`src/rtl/sra_ram.sv`:
```
// ----------------------------------------------------------------------------
// sra_ram
// Generic simple dual-port RAM: one write port, one read port with a
// registered read that holds its data while the read enable is low.
// ----------------------------------------------------------------------------
module sra_ram #(
    parameter int WIDTH  = 8,
    parameter int DEPTH  = 16,
    parameter int ADDR_W = (DEPTH > 1) ? $clog2(DEPTH) : 1
) (
    input  logic              i_clk,
    input  logic              i_we,
    input  logic [ADDR_W-1:0] i_waddr,
    input  logic [WIDTH-1:0]  i_wdata,
    input  logic              i_re,
    input  logic [ADDR_W-1:0] i_raddr,
    output logic [WIDTH-1:0]  o_rdata
);

    logic [WIDTH-1:0] r_mem [DEPTH];
    logic [WIDTH-1:0] r_rdata;

    // Write port.
    always_ff @(posedge i_clk) begin
        if (i_we) begin
            r_mem[i_waddr] <= i_wdata;
        end
    end

    // Registered read port.
    always_ff @(posedge i_clk) begin
        if (i_re) begin
            r_rdata <= r_mem[i_raddr];
        end
    end

    assign o_rdata = r_rdata;

endmodule

```
`config.mk`:
```
export PLATFORM = sky130hd
export DESIGN_NAME = sra_ram
export DESIGN_NICKNAME = d
export VERILOG_FILES = /design/src/rtl/sra_ram.sv
export SDC_FILE = /design/constraint.sdc
export NUM_CORES = 1
export LEC_CHECK = 0
export BUFFER_PORTS_ARGS = -buffer_cell sky130_fd_sc_hd__buf_2
export CORE_ASPECT_RATIO = 2
export CORE_UTILIZATION = 55
export DETAILED_ROUTE_END_ITERATION = 10
export GPL_TIMING_DRIVEN = 0
export PLACE_DENSITY_LB_ADDON = 0.1
export REMOVE_ABC_BUFFERS = 1
export SLEW_MARGIN = 20
export SYNTH_ARGS = -nofsm -noshare
export SYNTH_HDL_FRONTEND = slang
export SYNTH_SLANG_ARGS = --single-unit
```
`constraint.sdc`:
```
create_clock -name i_clk -period 2.5 [get_ports i_clk]
set_input_delay 0 -clock i_clk [delete_from_list [all_inputs] [get_ports i_clk]]
set_output_delay 0 -clock i_clk [all_outputs]
set_load 0.01 [all_outputs]
```
# == Word level (Yosys, flattened, before mapping) ==
# Memory sizes are Yosys's and may differ from the RTL's. A register that Yosys moved wholly into a read port is not among the register bits.
# Index checks and enable logic that the tools add are counted.
# word_totals
latchBits,0
mem_bits_rw,128
inputBits,19
romBits,0
memories,1
elab_cells,3
out_inout_bits,8
register_bits,0
# mem_list
name,words,word_bits,read_ports,rd_ports_with_merged_regs,wr,line,rtl
r_mem,16,8,1,1,1,20,logic [WIDTH-1:0] r_mem [DEPTH];
# classes
magnitude_cmp,0
n_eq_ne,0
n_reduce_logical,0
mul,0
bitwise_logic,0
n_addsub,0
div_mod_pow,0
n_shift,0
muxes,2
# ops
cell,n
$mux W1,2

# == Depth between registers and ports, before layout ==
# Gate-level depths: netlist of run 1.
# depth
depth_word,2
depth_mapped,5
depth_no_buf,3

# == Worst setup path after synthesis of run 1 ==
# OpenSTA, ideal clock, no wires.
# synth_path
path_kind,input -> register
start,input i_waddr[2]
end,"memory r_mem[0][0], enable pin"
path_stages,2
setup_time_ns,0.383
n_path_buf,0
slack_ns,1.007
arrival_time_ns,1.110
required_time_ns,2.117
path_cell_list,or3b_2 > nor3_1
# synth_rtl
item,line,rtl
"start, declared",13,"input logic [ADDR_W-1:0] i_waddr,"
"end, declared",20,
# Straight into the memory's write port.

==> impl_metrics.toml, run 1 <==
[critical_path]
cp-end-kind = "register"
crit_path_end = "o_rdata[3]"
reg2reg_from = "r_mem[1][3]"
reg2reg_slack_ps = 980
rr_worst_depth = 3
worstPathRequired_ps = 2640
cp.arrival_ps = 1660
start_kind = "register"
reg2reg_to = "o_rdata[3]"
startpoint = "r_mem[1][3]"
worst-setup-path-type = "register to register"
worstPathMaxFanout = 1

[placed_design]
io_buffers = 26
post-dp-hpwl_um = 6220
gp_congestion = 0.696

[synth]
syn_inst = 229
synth_top_family_by_area = "multiplexers"
synthAdderAreaFrac_pct = 0
synthSimpleGateAreaFrac_pct = 3.14
yosys_warnings = 0
ys_seq_area_share_pct = 78.1
syn_area_sq_um = 5230
ys_seq_elements = 136
synth_compound_area_share_pct = 2.30
synth_xor_area_share_pct = 0
yosysUniqueCellTypes = 18
synth_mux_area_share_pct = 14.8
synth_area_per_cell_sq_um = 22.8

[layout]
drive_gt1_share_pct = 28.3
register_area_sq_um = 4080
multi_input_area_sq_um = 1080
fillCellCount = 589
layout.nets = 296
area_growth_pct = 18.1
num_antenna_cells = 0

[clock_tree]
htreeDepth = 4
cts_tree = "yes"
cts_resized = 0
numClockSinks = 136
cts_buffers = 17
cts_buffer_depth = 2
cts_hold_buf = 9
clk_pin_slew_ps = 60
clk_latency_ps = 410
cts_setup_buffers = 0
clockRootBuffer = "clkbuf_16"

[pwr]
power_density_nw_per_um2 = 883
power_mw = 5.45
p_leak_nw = 2.08
vdd_ir_drop_max_v = 0.000698

[global_routing]
grt.total_usage_pct = 22.1
grt_pass1_wl_um = 14800
antenna_found_initial = 0
grt_max_degree = 33
grt-ovfl-total = 0
grt_pass1_vias = 2624

[sta]
slew_headroom_pct = 37.5
setup_viol = 0
tightestPinTransition_ps = 933
fin_setup_tns_ps = 0
slew_viol_final = 0
finClkSkew_ps = 6.10
fmax_ghz = 0.660
rsz0062_at_grt = "no"
holdWs_ps = 63.5
finalCriticalPeriod_ps = 1520
final_hold_viol_count = 0
period_share_pct = 60.6

[die]
die_w_um = 70.9
placementRows = 50
ios = 27
die_h_um = 140
fp.dieArea_sq_um = 9920
initial_core_util_pct = 56.1
core-area_sq_um = 9320

[min_path]
hp-class = "input pin to register"
hold_start = "i_waddr[0]"

[run_status]
status = "finished, violations left"
violations = "design-rule violations"

[route]
via_count = 2422
antenna_left = 0
viasPerCell = 6.15
drc = 8
drtIter0Drc = 174
wirelength_um = 9770
wl_per_cell_um = 24.8
drt-pass1-iter-count = 8

[flow_run]
maxCapViolations = 0
cell usage after synthesis:
master           instances  area [sq um]
nand2_1                  9          33.8
buf_2                    3          15.0
and2_1                   1          6.26
and2b_1                  1          7.51
nor2_1                  13          48.8
nor3_1                   4          20.0
a22oi_1                 16           120
mux4_2                  18           405
nand2b_1                 2          12.5
clkdlybuf4s25_2          3          30.0
nand3_1                  1          5.00
edfxtp_1               136          4080
nor2b_1                  1          6.26
buf_4                    1          7.51
or3b_2                   1          8.76
nand3b_1                 2          15.0
buf_6                    3          33.8
mux4_1                  14           368
layout make-up:
class | instances | share of cell area, %
sequential | 136 | 66.1
multi-input combinational | 83 | 17.4
clock buffer | 17 | 6.89
timing repair buffer | 39 | 4.09
clock inverter | 15 | 3.34
tap | 104 | 2.11
placed cells by master (no fill, tap or decap), drive strengths merged, types with 4 or more instances in the layout:
cell type,netlist,final
bufinv,0,5
nand2,9,9
mux4,32,32
clkbuf,0,17
nor2,13,13
a22oi,16,16
buf,7,30
edfxtp,136,136
clkinv,0,8
dlygate4sd3,0,9
nor3,4,4
report_power, final:
group	internal [mW]	total [mW]	switching (mW)
Sequential	2.57	2.58	0.0107
Combinational	0.0994	0.236	0.136
Clock	1.75	2.64	0.882
state kept, by name (all words and copies together) (netlist names):
register,cells
r_mem,128
o_rdata,8
logic make-up (layout without fill, tap and decap cells):
kind of cell	count (synthesis)	in the layout
AO/OA/AOI/OAI	16	16
buffers and inverters	10	71
flip-flops	136	136
multiplexers	32	32
AND/OR/NAND/NOR	35	35
worst max-delay path: stages (launching register included):
cell	delay, ps
edfxtp_1	360
mux4_1	520
a22oi_1	240
nand2_1	130
metrics by stage:
step	util [%]	worst slack, ps	instances	cell area (sq um)
finish	66.3	984	394	6180
global route	66.3	898	394	6180
CTS	66.2	697	394	6170
detailed placement	58.5	257	353	5450
global placement	57.9	215	349	5400
floorplan	-	1010	219	5140
per-layer routing:
layer  vias up  GRT usage (%)  part of all wire (%)
li1       1080              -                     -
met1      1254           25.6                    38
met2        83           38.2                    57
met3         5           6.66                   4.6
met4         0           8.84                  0.58
met5         -              0                     0
how the worst min path moves through the flow:
stage,cells after the start,end,slack (ps)
global route,2,r_mem[4][2],50
floorplan,0,r_mem[0][0],100
CTS,2,r_mem[4][2],40
global placement,1,o_rdata[6],340
detailed placement,1,o_rdata[0],340
finish,2,r_mem[4][2],60
(Power assumes the default switching activity.)
==> run 2, diff against run 1 <==
Settings changed: ABC_AREA set to 1.
Clock period 2.5 ns to 1.3 ns, I/O delays scaled along.
==> run 2 against run 1 <==
Net effect:
- the run now ends clean
- total power is 87% higher
- via count up 54%
- critical path depth grew 3
- synthesized cell count grew 140%
- fmax increased by 27%
- routed wire length rose by 23%
- sequential share of layout area decreased by 4.6 points
- global-route usage is 2.3 points higher
- sequential power grew 93%
- combinational power increased by 140%
- hold slack worse by 63 ps
- largest cell class unchanged
- largest power group is now registers
==> impl_metrics.toml, run 2 <==
[run_status]
status = "finished clean"

[layout]
largest_register_ffs = 128
num_antenna_cells = 0
final_common_cell = "nand2_1"
finalNonFillerCells = 725
final_cell_mix = "nand2_1 (173), edfxtp_1 (136), inv_1 (100)"
fillCellCount = 828
largest-register = "r_mem"
layout.nets = 597
drive_gt1_share_pct = 9.66
multi_input_area_sq_um = 1210
register_area_sq_um = 4080
area_growth_pct = 13.6
final_cell_area_sq_um = 6640

[placed_design]
post-dp-hpwl_um = 7420
dpl.cell_count = 688
dpl_cell_area_sq_um = 5980
io_buffers = 26
gp_congestion = 0.863

[sta]
tightestPinTransition_ps = 834
holdWs_ps = 0.736
slew_headroom_pct = 44.2
rsz0062_at_grt = "no"
finClkSkew_ps = 10.7
period_share_pct = 91.5
fmax_ghz = 0.840
setup_viol = 0
fin_setup_tns_ps = 0
finalCriticalPeriod_ps = 1190
final_hold_viol_count = 0
slew_viol_final = 0

[synth]
synth-main-ff-cell = "edfxtp_1"
syn_inst = 551
synth_xor_area_share_pct = 0
yosys.area.top_type_share_pct = 69.8
synthAdderAreaFrac_pct = 0
synth_edf_count = 136
synthSimpleGateAreaFrac_pct = 20.8
synth_area_leaders = "edfxtp_1 (70%), nand2_1 (11%), nand3_1 (8.3%), inv_1 (6.4%), buf_6 (1.2%)"
synth_common_cells = "nand2_1 (173), edfxtp_1 (136), inv_1 (100)"
yosysUniqueCellTypes = 11
yosysTopAreaCell = "edfxtp_1"
ys_seq_elements = 136
post-synth-top-count-cell = "nand2_1"
synth_mux_area_share_pct = 0
async_flop_share_pct = 0
syn_area_sq_um = 5850
yosys_warnings = 0
synth_area_per_cell_sq_um = 10.6
synth_top_family_by_area = "simple AND/OR/NAND/NOR gates"
ys_seq_area_share_pct = 69.8
synth_compound_area_share_pct = 0

[route]
via_count = 3719
drt-pass1-iter-count = 5
antenna_left = 0
wirelength_um = 12000
viasPerCell = 5.13
wl_per_cell_um = 16.5
drc = 0
drtIter0Drc = 271

[critical_path]
worst-setup-path-type = "register to register"
start_kind = "register"
worstPathRequired_ps = 1470
cp-end-kind = "register"
cp.arrival_ps = 1360
worstPathMaxFanout = 1

[die]
initial_core_util_pct = 57.2
die_h_um = 148
die_w_um = 74.9
placementRows = 52
core-area_sq_um = 10200
ios = 27
fp.dieArea_sq_um = 11100

[global_routing]
antenna_found_initial = 0
grt.total_usage_pct = 24.5
grt-ovfl-total = 0
grt_pass1_vias = 3564
grt_max_degree = 66
grt_pass1_wl_um = 18500

[clock_tree]
clk_latency_ps = 420
cts_buffer_depth = 2
numClockSinks = 136
cts_setup_buffers = 0
clockRootBuffer = "clkbuf_16"
clk_pin_slew_ps = 60
cts_buffers = 17
htreeDepth = 4
cts_tree = "yes"

[min_path]
hp-class = "input pin to register"

[flow_run]
maxCapViolations = 0

[pwr]
vdd_ir_drop_max_v = 0.00108
power_mw = 10.2
power_density_nw_per_um2 = 1540
p_leak_nw = 2.83
==> run 2: changes by cell type after synthesis, sizes merged, moves of 16 or more <==
cell / delta
a22oi: -16
buf: +17
inv: +102
mux4: -32
nand2: +164
nand3: +96
==> run 2: where the power goes <==
part / leakage (nW) / switching, mW / internal [mW] / total [mW]
sequential: 1.24 / 0.0228 / 4.94 / 4.97
clock: 0.275 / 1.69 / 2.98 / 4.67
combinational: 1.32 / 0.415 / 0.162 / 0.577
==> run 2: final cells by class <==
type,count,share of cell area (%)
tap,135,2.54
clock inverter,13,2.35
sequential,136,61.5
clock buffer,18,6.46
timing repair buffer,32,3.03
inverter,102,5.84
multi-input combinational,289,18.3
==> run 2: per-stage QoR <==
step | util (%) | setup slack [ps]
3_3_place_gp | 58.5 | -1340
3_5_place_dp | 58.6 | -880
6_report | 65.0 | 110
4_1_cts | 65.0 | 30.1
2_1_floorplan | - | 179
5_1_grt | 65.0 | 7.93
==> run 2: metal layers <==
| layer | vias up | track usage [%] | part of all wire, % |
|---|---|---|---|
| met5 | - | 0 | 0 |
| met4 | 0 | 11.8 | 3.6 |
| met3 | 28 | 5.18 | 4.5 |
| met2 | 113 | 41.7 | 54 |
| met1 | 1743 | 28.5 | 38 |
| li1 | 1835 | - | - |
==> run 2: kinds of logic (layout without fill, tap and decap cells) <==
group | Yosys count | after routing
buffers and inverters | 126 | 165
flip-flops | 136 | 136
AND/OR/NAND/NOR | 289 | 289
==> run 2: worst paths after layout <==
check	start	end	slack, ps	depth (start not counted)
max	r_mem[8][4]	o_rdata[4]	110	6
min	i_wdata[5]	r_mem[8][5]	0.7	1
max reg2reg	r_mem[8][4]	o_rdata[4]	110	6
min reg2reg	r_mem[11][3]	o_rdata[3]	750	6
==> run 2: repair_timing <==
item / 4_1_cts / 5_1_grt
gates resized for setup: 3 / 2
hold endpoints to repair: 72 / 0
setup endpoints to repair: 8 / 8
hold buffers: 6 / 0
==> run 2: critical path, stage by stage (launching register included) <==
cell and delay, ps:
edfxtp_1 370, inv_1 60, nand2_1 50, nand3_1 100
nand3_1 150, nand3_1 130, nand2_1 70
